$ cat src/sv/fhss_pkg.sv
// Package for the fire heat store: beat types, controller codes and the palette.
package fhss_pkg;

  localparam int IDX_W  = 17;
  localparam int HEAT_W = 6;
  localparam int COL_W  = 24;
  localparam int CMP_W  = 26;

  localparam int DEF_WIDTH    = 320;
  localparam int DEF_HEIGHT   = 240;
  localparam int DEF_MAX_HEAT = 35;

  localparam logic       ACT_SPREAD = 1'b0;
  localparam logic       ACT_READ   = 1'b1;
  localparam logic [1:0] OFF_REJECT = 2'd3;

  localparam int PAL_TOP = 35;

  typedef struct packed {
    logic              action;
    logic [IDX_W-1:0]  pixel_index;
    logic [1:0]        rand_offset;
  } in_beat_t;

  typedef struct packed {
    logic [IDX_W-1:0]  index;
    logic [HEAT_W-1:0] heat;
    logic [COL_W-1:0]  colour;
    logic              rejected;
  } out_beat_t;

  typedef enum logic [2:0] {
    ST_CLEAR,
    ST_IDLE,
    ST_CHECK,
    ST_CALC,
    ST_OUT
  } ctrl_state_e;

  typedef struct packed {
    logic clr;
    logic latch;
    logic rd;
    logic calc;
  } dp_cmd_t;

  typedef struct packed {
    logic clr_done;
  } dp_status_t;

  localparam logic [COL_W-1:0] PALETTE [PAL_TOP+1] = '{
    24'h070707, 24'h1f0707, 24'h2f0f07, 24'h470f07, 24'h571707, 24'h671f07,
    24'h771f07, 24'h8f2707, 24'h9f2f07, 24'haf3f07, 24'hbf4707, 24'hc74707,
    24'hdf4f07, 24'hdf5707, 24'hdf5707, 24'hd75f07, 24'hd7670f, 24'hcf6f0f,
    24'hcf770f, 24'hcf7f0f, 24'hcf8717, 24'hc78717, 24'hc78f17, 24'hc7971f,
    24'hbf9f1f, 24'hbf9f1f, 24'hbfa727, 24'hbfa727, 24'hbfaf2f, 24'hb7af2f,
    24'hb7b72f, 24'hb7b737, 24'hcfcf6f, 24'hdfdf9f, 24'hefefc7, 24'hffffff
  };

  function automatic logic [COL_W-1:0] pal_colour(logic [HEAT_W-1:0] h);
    logic [HEAT_W-1:0] idx;
    idx = (h > HEAT_W'(PAL_TOP)) ? HEAT_W'(PAL_TOP) : h;
    return PALETTE[idx];
  endfunction

endpackage

$ cat src/sv/fhss_ctrl.sv
// Controller state machine for the fire heat store.
module fhss_ctrl
  import fhss_pkg::*;
(
  input  logic       clk_i,
  input  logic       rst_ni,
  input  logic       in_valid_i,
  input  logic       out_stall_i,
  input  dp_status_t status_i,
  output dp_cmd_t    cmd_o,
  output logic       in_stall_o,
  output logic       out_valid_o
);

  ctrl_state_e state_q, state_d;

  always_ff @(posedge clk_i or negedge rst_ni) begin
    if (!rst_ni) begin
      state_q <= ST_CLEAR;
    end else begin
      state_q <= state_d;
    end
  end

  always_comb begin
    state_d = state_q;
    case (state_q)
      ST_CLEAR: if (status_i.clr_done) state_d = ST_IDLE;
      ST_IDLE:  if (in_valid_i) state_d = ST_CHECK;
      ST_CHECK: state_d = ST_CALC;
      ST_CALC:  state_d = ST_OUT;
      ST_OUT:   if (!out_stall_i) state_d = ST_IDLE;
      default:  state_d = ST_CLEAR;
    endcase
  end

  always_comb begin
    cmd_o       = '0;
    in_stall_o  = 1'b1;
    out_valid_o = 1'b0;
    case (state_q)
      ST_CLEAR: cmd_o.clr = 1'b1;
      ST_IDLE: begin
        in_stall_o  = 1'b0;
        cmd_o.latch = in_valid_i;
      end
      ST_CHECK: cmd_o.rd   = 1'b1;
      ST_CALC:  cmd_o.calc = 1'b1;
      ST_OUT:   out_valid_o = 1'b1;
      default: ;
    endcase
  end

endmodule

$ cat config.mk
export PLATFORM = sky130hd
export DESIGN_NAME = fhss_ctrl
export DESIGN_NICKNAME = d
export VERILOG_FILES = /design/src/sv/fhss_pkg.sv /design/src/sv/fhss_ctrl.sv
export SDC_FILE = /design/constraint.sdc
export NUM_CORES = 1
export LEC_CHECK = 0
export BUFFER_PORTS_ARGS = -buffer_cell sky130_fd_sc_hd__buf_2
export CAP_MARGIN = 20
export CORE_AREA = 2 2 39 41
export DETAILED_ROUTE_END_ITERATION = 12
export DIE_AREA = 0 0 41 43
export GPL_ROUTABILITY_DRIVEN = 0
export PLACE_DENSITY = 0.33
export SLEW_MARGIN = 20
export SYNTH_ARGS = -nofsm -noshare
export SYNTH_HDL_FRONTEND = slang
export SYNTH_SLANG_ARGS = --single-unit
$ cat constraint.sdc
create_clock -name clk_i -period 1.56 [get_ports clk_i]
set_clock_uncertainty 0.15 [all_clocks]
set_input_delay 0.312 -clock clk_i [delete_from_list [all_inputs] [get_ports clk_i]]
set_output_delay 0.312 -clock clk_i [all_outputs]
set_load 0.005 [all_outputs]
# After elaboration in Yosys (flattened, before gate mapping)
# Index checks and enable logic that the tools add are counted.
[classes]
n_eq_ne = 7
reduce_logical = 2
mux = 10
[ops]
columns = ["op", "count"]
rows = [
  ["$pmux W3 S5", 1],
  ["$mux W3", 3],
  ["$eq A3 B2 Y1 const B", 2],
  ["$mux W1", 6],
  ["$ne A2 B2 Y1 const B", 3],
  ["$eq A3 B1 Y1 const B", 1],
  ["$eq A3 B3 Y1 const B", 1],
  ["$logic_not A3 Y1", 1],
  ["$reduce_and A3 Y1", 1],
]
[totals]
out_inout_bits = 6
reg_bits = 3
in_bits = 5
wordCells = 20

# Logic depth before layout (Yosys ltp)
# Gate-level depths: netlist of the first run.
[depth]
ltp_word = 3
ltp_mapped = 3

# Worst setup path after synthesis of the first run
# OpenSTA, ideal clock, no wires.
[synth_path]
path_kind = "register -> output"
start = "reg state_q[0]"
end = "out cmd_o[2] (netlist name)"
t_required_ns = 1.098
stages_incl_launch_ff = 3
arrival_time_ns = 0.788
setup_slack_ns = 0.310
cell_sequence = "dfrtp_1 nor2b_2 and3b_1"
[synth_lines]
columns = ["element", "line_no", "rtl"]
rows = [
  ["from (decl)", "fhss_ctrl.sv:15", "ctrl_state_e state_q, state_d;"],
  ["from (signal assigned)", "fhss_ctrl.sv:21", "state_q <= state_d;"],
  ["to (decl)", "fhss_ctrl.sv:10", "output dp_cmd_t cmd_o,"],
]

==> results of run 1 <==
-- synthesized netlist by cell type --
| library cell | n | area [um^2] |
|---|---|---|
| a211o_1 | 1 | 8.76 |
| or2_1 | 1 | 6.26 |
| and3b_1 | 1 | 8.76 |
| nand3b_1 | 1 | 7.51 |
| nor4b_1 | 1 | 8.76 |
| nand2b_1 | 2 | 12.5 |
| buf_2 | 1 | 5.00 |
| dfrtp_1 | 3 | 75.1 |
| a21oi_1 | 1 | 5.00 |
| nor4b_2 | 1 | 15.0 |
| nor2_1 | 1 | 3.75 |
| nor3_1 | 1 | 5.00 |
| and2_1 | 2 | 12.5 |
| nor2b_2 | 1 | 8.76 |
| nor3b_2 | 1 | 12.5 |
| a22o_1 | 1 | 8.76 |
-- report_power, final --
group | internal (mW) | leakage (nW) | switching (mW) | total [mW]
Clock | 0.0961 | 0.0150 | 0.0446 | 0.141
Combinational | 0.177 | 0.104 | 0.0996 | 0.277
Sequential | 0.120 | 0.0345 | 0.0737 | 0.193
Total | 0.393 | 0.153 | 0.218 | 0.611
-- routing by layer --
layer,vias to the layer above,global-route usage,share of wire,wire length (um)
met2,6,0.0844,0.54,242
met4,0,0.0600,0.018,8
met3,2,0.0628,0.087,39
met1,92,0.0617,0.35,158
met5,-,0,0,0
li1,103,-,-,-
-- repair_timing --
action                     in CTS  in global routing
hold endpoints to repair        3                  0
pin swaps                       1                  0
hold buffers                    1                  0
setup endpoints to repair       5                  6
gates resized for setup         2                  3
buffers inserted                0                  1
-- final timing paths --
kind	startpoint	slack [ns]	cells after the start	endpoint
max in group asynchronous	rst_ni	0.90	2	state_q[2]$_DFFE_PN0P_
worst min register to register	state_q[2]$_DFFE_PN0P_	0.40	1	state_q[1]$_DFFE_PN0P_
worst max-delay path	state_q[2]$_DFFE_PN0P_	0.02	3	cmd_o[2]
worst max register to register	state_q[1]$_DFFE_PN0P_	0.29	2	state_q[0]$_DFFE_PN0P_
worst min-delay path	out_stall_i	0.18	2	state_q[2]$_DFFE_PN0P_
min in group asynchronous	rst_ni	0.24	2	state_q[0]$_DFFE_PN0P_
-- kinds of logic (layout without fill, tap and decap cells) --
group           Yosys count  count (layout)  share of synthesized area
flops                     3               3                      0.368
simple gates             13              13                      0.497
compound gates            3               3                      0.110
buf+inv                   1              16                     0.0245
-- worst max-delay path: cells and delay by family (launching register included) --
family	cells	cell delay [ns]
buffers and inverters	1	0.10
AND/OR/NAND/NOR	2	0.29
flip-flops	1	0.45
-- stage by stage --
stage,total power [mW],hold WS [ns]
5_1_grt,0.679,0.161
6_report,0.611,0.176
3_5_place_dp,0.428,-0.0379
4_1_cts,0.594,0.171
2_1_floorplan,0.336,-0.134
3_3_place_gp,0.433,-0.0409
-- cell type report --
| cell class | count | area, um^2 | area share |
|---|---|---|---|
| multi-input cells | 16 | 131 | 0.405 |
| flip-flops and latches | 3 | 78.8 | 0.243 |
| repair buffers | 12 | 67.6 | 0.208 |
| clock buffers | 4 | 26.3 | 0.0811 |
| well taps | 16 | 20.0 | 0.0618 |
==> key figures, run 1 <==
Pwr
  – Power Dens Cells: approximately 1900 nW/um^2
  – VDD IR-drop max: 0.628 mV
  – Leak pwr: 0.153 nW

STA
  – Count of final setup violators: 0
  – Fmax: 648 MHz
  – Final Cycle Share: 0.989
  – Final setup margin: 0.0170 ns
  – Relative max-transition margin: 0.824
  – Final setup TNS: 0 ns
  – Fin crit period: 1.54 ns
  – Final Max Tran Viols: 0
  – Unrepaired setup endpoints after global routing: yes
  – Final Hold Fails: 0
  – Slew @ Worst Pin: between 0.2 and 0.3 ns

GRT
  – Grt ovf: 0
  – All-Layer GR Usage: 0.0675
  – First-pass GRT wire length: 696 um
  – Vias in the first global route: 172
  – Largest net degree at the start of global routing: 13
  – Initial antenna violation count: 0

Clocking
  – Skew-Pair Late Insertion Delay: 0.24 ns
  – CTS tree: done
  – Inserted Clock Buffers: 3
  – H-Tree Depth: 1
  – Reg clk slew, reported paths: 0.04 ns
  – Clock root buffer: clkbuf_4
  – CTS Buffer Depth: 2
  – Sink Count: 3

Cells and area
  – Max reg flops: 3
  – Top reg by flops: state_q
  – Fin area: 324 um^2
  – Most frequent cells in the layout: 10 x buf_2, 3 x clkbuf_4, 3 x dfrtp_2
  – Final net count: 41
  – Most common cell after layout, fill and taps aside: buf_2
  – Fill cells: 161
  – Non-Filler Instances: 51
  – ANT cells: 0
  – Largest regs: state_q (3)
  – Final core occ: 0.234
  – Share of layout cells above drive strength 1: 0.600
  – Area delta synth->final: 58.9%

Place
  – DP Cell Count: 45
  – Cell Area, Placed: around 270 um^2
  – DP Worst Slack: 0.157 ns
  – PortBufs: 10

Yosys
  – Warnings, synthesis: 0
  – Sequential share of the synthesized area: 0.368
  – Synthesized Nets: 25
  – Synth Register Bits: 3
  – Post-synthesis cell type count: 16
  – Post-Synthesis Cell Area: 204 um^2
  – Post-Syn Instances: 20
  – Syn_area_per_cell: 10.2 um^2

Routing
  – Vias: around 200
  – Routed vias/inst: approximately 4
  – Detailed-route wire length per cell: 8.80 um
  – Post-route ant nets: 0
  – DRC viols: 0
  – Total wire length: approximately 450 um
  – Pre-antenna DRT Iters: 4
  – DR iter-0 viols: 1

Setup path
  – Critical-path cell list: nor2b_4 > and3b_1 > buf_2
  – CP max stage delay: 0.45 ns
  – Critical-path top delay cell: dfrtp_2
  – Crit path launch type: flip-flop
  – Critical path arrival: 1.08 ns
  – Crit-path max FO: 7
  – WS Path Type: reg -> out
  – Crit. End Element: output port
  – Critical Path RT: 1.10 ns

Hold path
  – Tightest Hold Check Type: in -> reg

Floorplanning
  – Die H: 43 um
  – Die ar.: 1760 um^2
  – Core Rows: 14
  – Core area: 1380 um^2
  – Die X: 41 um
  – Top-level I/O count: 11
  – Initial core utilization: 0.147

Outcome
  – Outcome: finished, final reports clean

Job
  – Max Cap Viol: 0
No activity file was read; power rests on OpenSTA's default activity.
==> inputs of run 2 (changes only) <==
Settings changed: REMOVE_ABC_BUFFERS from default to 1.
==> run 2 against run 1 <==
Wire length rose by 24%. Critical path depth did not move. Hold slack improved by 0.014 ns. Setup slack got worse by 0.016 ns. Utilization rose by 1.9 points. Cell area rose by 8.1%. Critical path type unchanged. Critical endpoint unchanged. Highest routed layer is now met3.
==> key figures, run 2 (synthesized netlist as in run 1, its figures left out) <==
Routing
  – Routed vias/inst: 3.85 (-3.2%)
  – Vias: 208 (+2.5%)
  – Total wire length: 558 um (+24%)
  – DRC viols: 0 (unchanged)
  – Detailed-route wire length per cell: 10.3 um (+17%)
  – Pre-antenna DRT Iters: 4 (unchanged)
  – DR iter-0 viols: 7 (+6)
  – Post-route ant nets: 0 (unchanged)

Setup path
  – Setup crit start: state_q[2]$_DFFE_PN0P_
  – Crit path launch type: flip-flop
  – RR Startpoint: state_q[1]$_DFFE_PN0P_
  – Flop-to-flop setup slack: 0.15 ns (-0.14 ns)
  – Critical Path RT: 1.10 ns (about the same)
  – Crit-path max FO: 7 (unchanged)
  – Critical-path cell list: nor2b_4 > and3b_1 > buf_2
  – Buf/Inv on CP: 1 (unchanged)
  – CP delay by family, top: flip-flops
  – End of the critical path: cmd_o[2]
  – RR Endpoint: state_q[0]$_DFFE_PN0P_
  – CP Depth: 3 (unchanged)
  – WS Path Type: reg -> out
  – Worst reg2reg path depth: 3 (+1)
  – Critical-path top delay cell: dfrtp_2
  – Crit. End Element: output port
  – CP max stage delay: 0.45 ns (about the same)
  – Critical path arrival: 1.10 ns (+0.02 ns)

Clocking
  – Sink Count: 3 (unchanged)
  – CTS tree: done
  – Skew-Pair Late Insertion Delay: 0.23 ns (about the same)
  – Inserted Clock Buffers: 3 (unchanged)
  – Reg clk slew, reported paths: 0.03 ns (about the same)
  – H-Tree Depth: 1 (unchanged)
  – Clock root buffer: clkbuf_4
  – CTS Buffer Depth: 2 (unchanged)

Pwr
  – Tot Pwr: 684 uW (+12%)
  – Leak pwr: 0.171 nW (+12%)
  – Sw frac: 0.351 (-0.00546)
  – Comb pwr share: 0.529 (+0.076)
  – Clock Power Share: 0.196 (-0.034)
  – Design internal power: 444 uW (+13%)
  – Power Dens Cells: 1950 nW/um^2 (+3.6%)
  – Power share of the sequential group: 0.275 (-0.041)
  – Switching power total: 240 uW (+10%)
  – VDD IR-drop max: 0.455 mV (-28%)

STA
  – Fin crit period: 1.56 ns (+0.0162 ns)
  – Fmax: 641 MHz (-1.0%)
  – Final Hold Fails: 0 (unchanged)
  – Count of final setup violators: 0 (unchanged)
  – Unrepaired setup endpoints after global routing: yes
  – Final setup TNS: 0 ns (unchanged)
  – Relative max-transition margin: 0.828 (+0.00377)
  – Final Cycle Share: 0.999 (+0.0104)
  – Final setup margin: 0.000828 ns (-0.0162 ns)
  – Final Max Tran Viols: 0 (unchanged)
  – Slew @ Worst Pin: 0.254 ns (-0.00558 ns)

GRT
  – First-pass GRT wire length: 765 um (+9.9%)
  – Grt ovf: 0 (unchanged)
  – Largest net degree at the start of global routing: 13 (unchanged)
  – All-Layer GR Usage: 0.0714 (+0.00388)
  – Vias in the first global route: 199 (+16%)
  – Initial antenna violation count: 0 (unchanged)

Floorplanning
  – Top-level I/O count: 11 (unchanged)
  – Core area: 1380 um^2 (unchanged)
  – Die H: 43 um (unchanged)
  – Initial core utilization: 0.147 (unchanged)
  – Core Rows: 14 (unchanged)
  – Die X: 41 um (unchanged)
  – Die ar.: 1760 um^2 (unchanged)

Cells and area
  – Final net count: 44 (+7.3%)
  – Most common cell after layout, fill and taps aside: buf_2
  – Final core occ: 0.253 (+0.0190)
  – Most frequent cells in the layout: 11 x buf_2, 3 x clkbuf_4, 3 x dfrtp_2
  – Largest regs: state_q (3)
  – Area delta synth->final: 71.8%
  – Max reg flops: 3 (unchanged)
  – Non-Filler Instances: 54 (+5.9%)
  – Top reg by flops: state_q
  – ANT cells: 0 (unchanged)
  – Share of layout cells above drive strength 1: 0.632 (+0.0316)

Outcome
  – Outcome: finished, final reports clean

Place
  – PortBufs: 10 (unchanged)
  – DP Cell Count: 45 (unchanged)
  – Detail Placement HPWL: roughly 370 um
  – DP Worst Slack: 0.134 ns (-0.0223 ns)

Hold path
  – Tightest Hold Check Type: in -> reg

Job
  – Max Cap Viol: 0 (unchanged)
-- run 2: cell types whose count changed in the layout (fill, tap and decap cells not counted) --
cell and delta:
buf_6 +1, nor2_1 +1, nor3_2 +1, nor2_2 -1, buf_2 +1, nor3_1 -1
buf_4 +1
-- run 2: area by class of cell --
cell class,instances,area (um^2)
Multi-Input combinational cell,16,134
Tap cell,16,20.0
Sequential cell,3,78.8
Clock buffer,4,26.3
Timing Repair Buffer,15,91.3
Fill cell,154,1030
-- run 2: worst reg2reg max path: stages, from the launching register on --
cell and delay (ns):
dfrtp_2 0.44, buf_2 0.17, or2_1 0.23, a211o_1 0.29
-- run 2: timing repair --
action | in CTS | in global routing
endpoints found under the hold margin | 3 | 0
setup buffers | 2 | 2
hold buffers | 1 | 0
resized for setup | 5 | 1
setup endpoints to repair | 4 | 5
pin swaps | 1 | 1
gates cloned | 0 | 0
-- run 2: power groups by stage --
stage / clock (mW) / sequential [mW] / combinational [mW]
2_1_floorplan: 0 / 0.171 / 0.157
4_1_cts: 0.145 / 0.198 / 0.311
6_report: 0.134 / 0.188 / 0.362
3_5_place_dp: 0 / 0.190 / 0.242
3_3_place_gp: 0 / 0.186 / 0.247
5_1_grt: 0.159 / 0.197 / 0.397
-- run 2: worst min-delay path by stage --
stage,startpoint,endpoint,slack [ns],depth (start not counted)
6_report,out_stall_i,state_q[2]$_DFFE_PN0P_,0.19,2
2_1_floorplan,rst_ni,state_q[0]$_DFFE_PN0P_,-0.13,0
4_1_cts,out_stall_i,state_q[2]$_DFFE_PN0P_,0.19,2
3_3_place_gp,rst_ni,state_q[1]$_DFFE_PN0P_,-0.04,1
5_1_grt,out_stall_i,state_q[2]$_DFFE_PN0P_,0.17,2
3_5_place_dp,rst_ni,state_q[1]$_DFFE_PN0P_,-0.04,1
-- run 2: through the flow --
step / hold WS (ns) / cell area [um^2]
after global placement: -0.0382 / 269
after floorplan: -0.134 / 199
final: 0.190 / 350
after CTS: 0.185 / 334
after detailed placement: -0.0384 / 269
after global routing: 0.173 / 350
-- run 2: metal layers --
layer  share of wire  global-route usage  up-vias  wire length (um)
li1                -                   -      108                 -
met1            0.49              0.0871       92               275
met2            0.45              0.0813        8               250
met3           0.059              0.0785        0                33
met4               0              0.0200        0                 0
met5               0                   0        -                 0
==> inputs of run 3 (changes only) <==
Settings changed: CTS_BUF_LIST from default to sky130_fd_sc_hd__clkbuf_2.
==> run 3 against run 2 <==
Critical path type unchanged. Largest power group unchanged. Critical endpoint unchanged. Global-route usage stayed put. Non-clock buffer count is the same. Die area did not move. Cell area down 2.9%. Register-to-register slack barely moved. Count of clock-buffer cells in the layout unchanged.
==> key figures, run 3 (synthesized netlist as in run 1, its figures left out) <==
Floorplanning
  – Die X: 41 um (unchanged)
  – Top-level I/O count: 11 (unchanged)
  – Die ar.: 1760 um^2 (unchanged)
  – Core Rows: 14 (unchanged)
  – Die H: 43 um (unchanged)
  – Core area: 1380 um^2 (unchanged)
  – Initial core utilization: 0.147 (unchanged)

Routing
  – Vias: 212 (+1.9%)
  – Pre-antenna DRT Iters: 4 (unchanged)
  – Detailed-route wire length per cell: 10.4 um (+0.90%)
  – Total wire length: 563 um (+0.90%)
  – DRC viols: 0 (unchanged)
  – Routed vias/inst: 3.93 (+1.9%)
  – DR iter-0 viols: 6 (-1)
  – Post-route ant nets: 0 (unchanged)

Setup path
  – Flop-to-flop setup slack: 0.15 ns (about the same)
  – Crit. End Element: output port
  – Crit path launch type: flip-flop
  – Critical Path RT: 1.10 ns (about the same)
  – RR Startpoint: state_q[1]$_DFFE_PN0P_
  – Crit-path max FO: 7 (unchanged)
  – Worst reg2reg path depth: 3 (unchanged)
  – WS Path Type: reg -> out
  – RR Endpoint: state_q[0]$_DFFE_PN0P_
  – End of the critical path: cmd_o[2]
  – Setup crit start: state_q[2]$_DFFE_PN0P_
  – Critical path arrival: 1.07 ns (-0.03 ns)

Outcome
  – Outcome: finished, final reports clean

Pwr
  – Sw frac: 0.370 (+0.0191)
  – Power share of the sequential group: 0.287 (+0.012)
  – Switching power total: 240 uW (-0.17%)
  – Clock Power Share: 0.167 (-0.029)
  – Leak pwr: 0.172 nW (+0.27%)
  – Design internal power: 408 uW (-8.1%)
  – Power Dens Cells: 1900 nW/um^2 (-2.5%)
  – VDD IR-drop max: 0.427 mV (-6.1%)
  – Comb pwr share: 0.547 (+0.018)

Cells and area
  – Final net count: 44 (unchanged)
  – ANT cells: 0 (unchanged)
  – Share of layout cells above drive strength 1: 0.658 (+0.0263)
  – Area delta synth->final: 66.9%
  – Max reg flops: 3 (unchanged)
  – Most frequent cells in the layout: 11 x buf_2, 4 x clkbuf_2, 3 x buf_4, 3 x dfrtp_2
  – Fin area: 340 um^2 (-2.9%)
  – Top reg by flops: state_q
  – Final core occ: 0.246 (-0.00723)
  – Most common cell after layout, fill and taps aside: buf_2
  – Largest regs: state_q (3)

GRT
  – All-Layer GR Usage: 0.0714 (unchanged)
  – Vias in the first global route: 195 (-2.0%)
  – Initial antenna violation count: 0 (unchanged)
  – Largest net degree at the start of global routing: 13 (unchanged)
  – Grt ovf: 0 (unchanged)
  – First-pass GRT wire length: 765 um (unchanged)

Clocking
  – Sink Count: 3 (unchanged)
  – CTS Buffer Depth: 2 (unchanged)
  – CTS tree: done
  – Skew-Pair Late Insertion Delay: 0.20 ns (-0.03 ns)
  – H-Tree Depth: 1 (unchanged)
  – Clock root buffer: clkbuf_2
  – Inserted Clock Buffers: 3 (unchanged)
  – Reg clk slew, reported paths: 0.04 ns (about the same)

STA
  – Final Hold Fails: 0 (unchanged)
  – Final Max Tran Viols: 0 (unchanged)
  – Count of final setup violators: 0 (unchanged)
  – Final Cycle Share: 0.982 (-0.0174)
  – Final setup TNS: 0 ns (unchanged)
  – Fin crit period: 1.53 ns (-0.0272 ns)
  – Final setup margin: 0.0280 ns (+0.0272 ns)
  – Unrepaired setup endpoints after global routing: yes
  – Relative max-transition margin: 0.828 (about the same)
  – Fmax: 653 MHz (+1.8%)
  – Slew @ Worst Pin: 0.254 ns (-0.000000596 ns)

Place
  – DP Worst Slack: 0.134 ns (unchanged)
  – PortBufs: 10 (unchanged)
  – Detail Placement HPWL: 370 um (unchanged)
  – Cell Area, Placed: 269 um^2 (unchanged)

Job
  – Max Cap Viol: 0 (unchanged)

Hold path
  – Tightest Hold Check Type: in -> reg
## run 3: changes by cell type in the layout (fill, tap and decap cells not counted)
cell	change
clkbuf_2	+4
clkbuf_1	-1
buf_6	-1
buf_4	+1
clkbuf_4	-3
## run 3: power groups by stage
stage / logic (mW) / registers [mW] / clock network [mW]
after floorplan: 0.157 / 0.171 / 0
after global placement: 0.247 / 0.186 / 0
after detailed placement: 0.242 / 0.190 / 0
after CTS: 0.311 / 0.198 / 0.116
after global routing: 0.389 / 0.194 / 0.129
final: 0.354 / 0.186 / 0.108
## run 3: layout make-up
cell class,instances,area (um^2)
well taps,16,20.0
clock buffers,4,20.0
flip-flops and latches,3,78.8
multi-input cells,16,134
repair buffers,15,87.6
fillers,154,1040
## run 3: worst min-delay path by stage
| stage | startpoint | endpoint | cells after the start |
|---|---|---|---|
| 6_report | out_stall_i | state_q[2]$_DFFE_PN0P_ | 2 |
| 5_1_grt | out_stall_i | state_q[2]$_DFFE_PN0P_ | 2 |
| 4_1_cts | out_stall_i | state_q[2]$_DFFE_PN0P_ | 2 |
| 3_5_place_dp | rst_ni | state_q[1]$_DFFE_PN0P_ | 1 |
| 3_3_place_gp | rst_ni | state_q[1]$_DFFE_PN0P_ | 1 |
| 2_1_floorplan | rst_ni | state_q[0]$_DFFE_PN0P_ | 0 |
## run 3: repair_timing
action | 4_1_cts | 5_1_grt
hold buffers | 1 | 0
gates resized for setup | 5 | 0
endpoints found under the setup margin | 3 | 5
endpoints found under the hold margin | 3 | 0
pin swaps | 0 | 2
buffers inserted | 2 | 2
## run 3: layer usage
layer	wire length, um	share of wire	track usage	vias to the layer above
met5	0	0	0	-
met4	0	0	0.0200	0
met3	54	0.096	0.0785	0
met2	251	0.45	0.0813	9
met1	257	0.46	0.0871	94
li1	-	-	-	109
## run 3: per-stage QoR
step | instances | total power [mW] | hold WS (ns)
2_1_floorplan | 19 | 0.327 | -0.134
3_3_place_gp | 45 | 0.433 | -0.0382
3_5_place_dp | 45 | 0.432 | -0.0384
4_1_cts | 52 | 0.625 | 0.207
5_1_grt | 54 | 0.712 | 0.186
6_report | 54 | 0.648 | 0.218
## run 3: critical path: stages (launching register included)
cell and delay (ns):
dfrtp_2 0.45, nor2b_4 0.15, and3b_1 0.16, buf_2 0.10
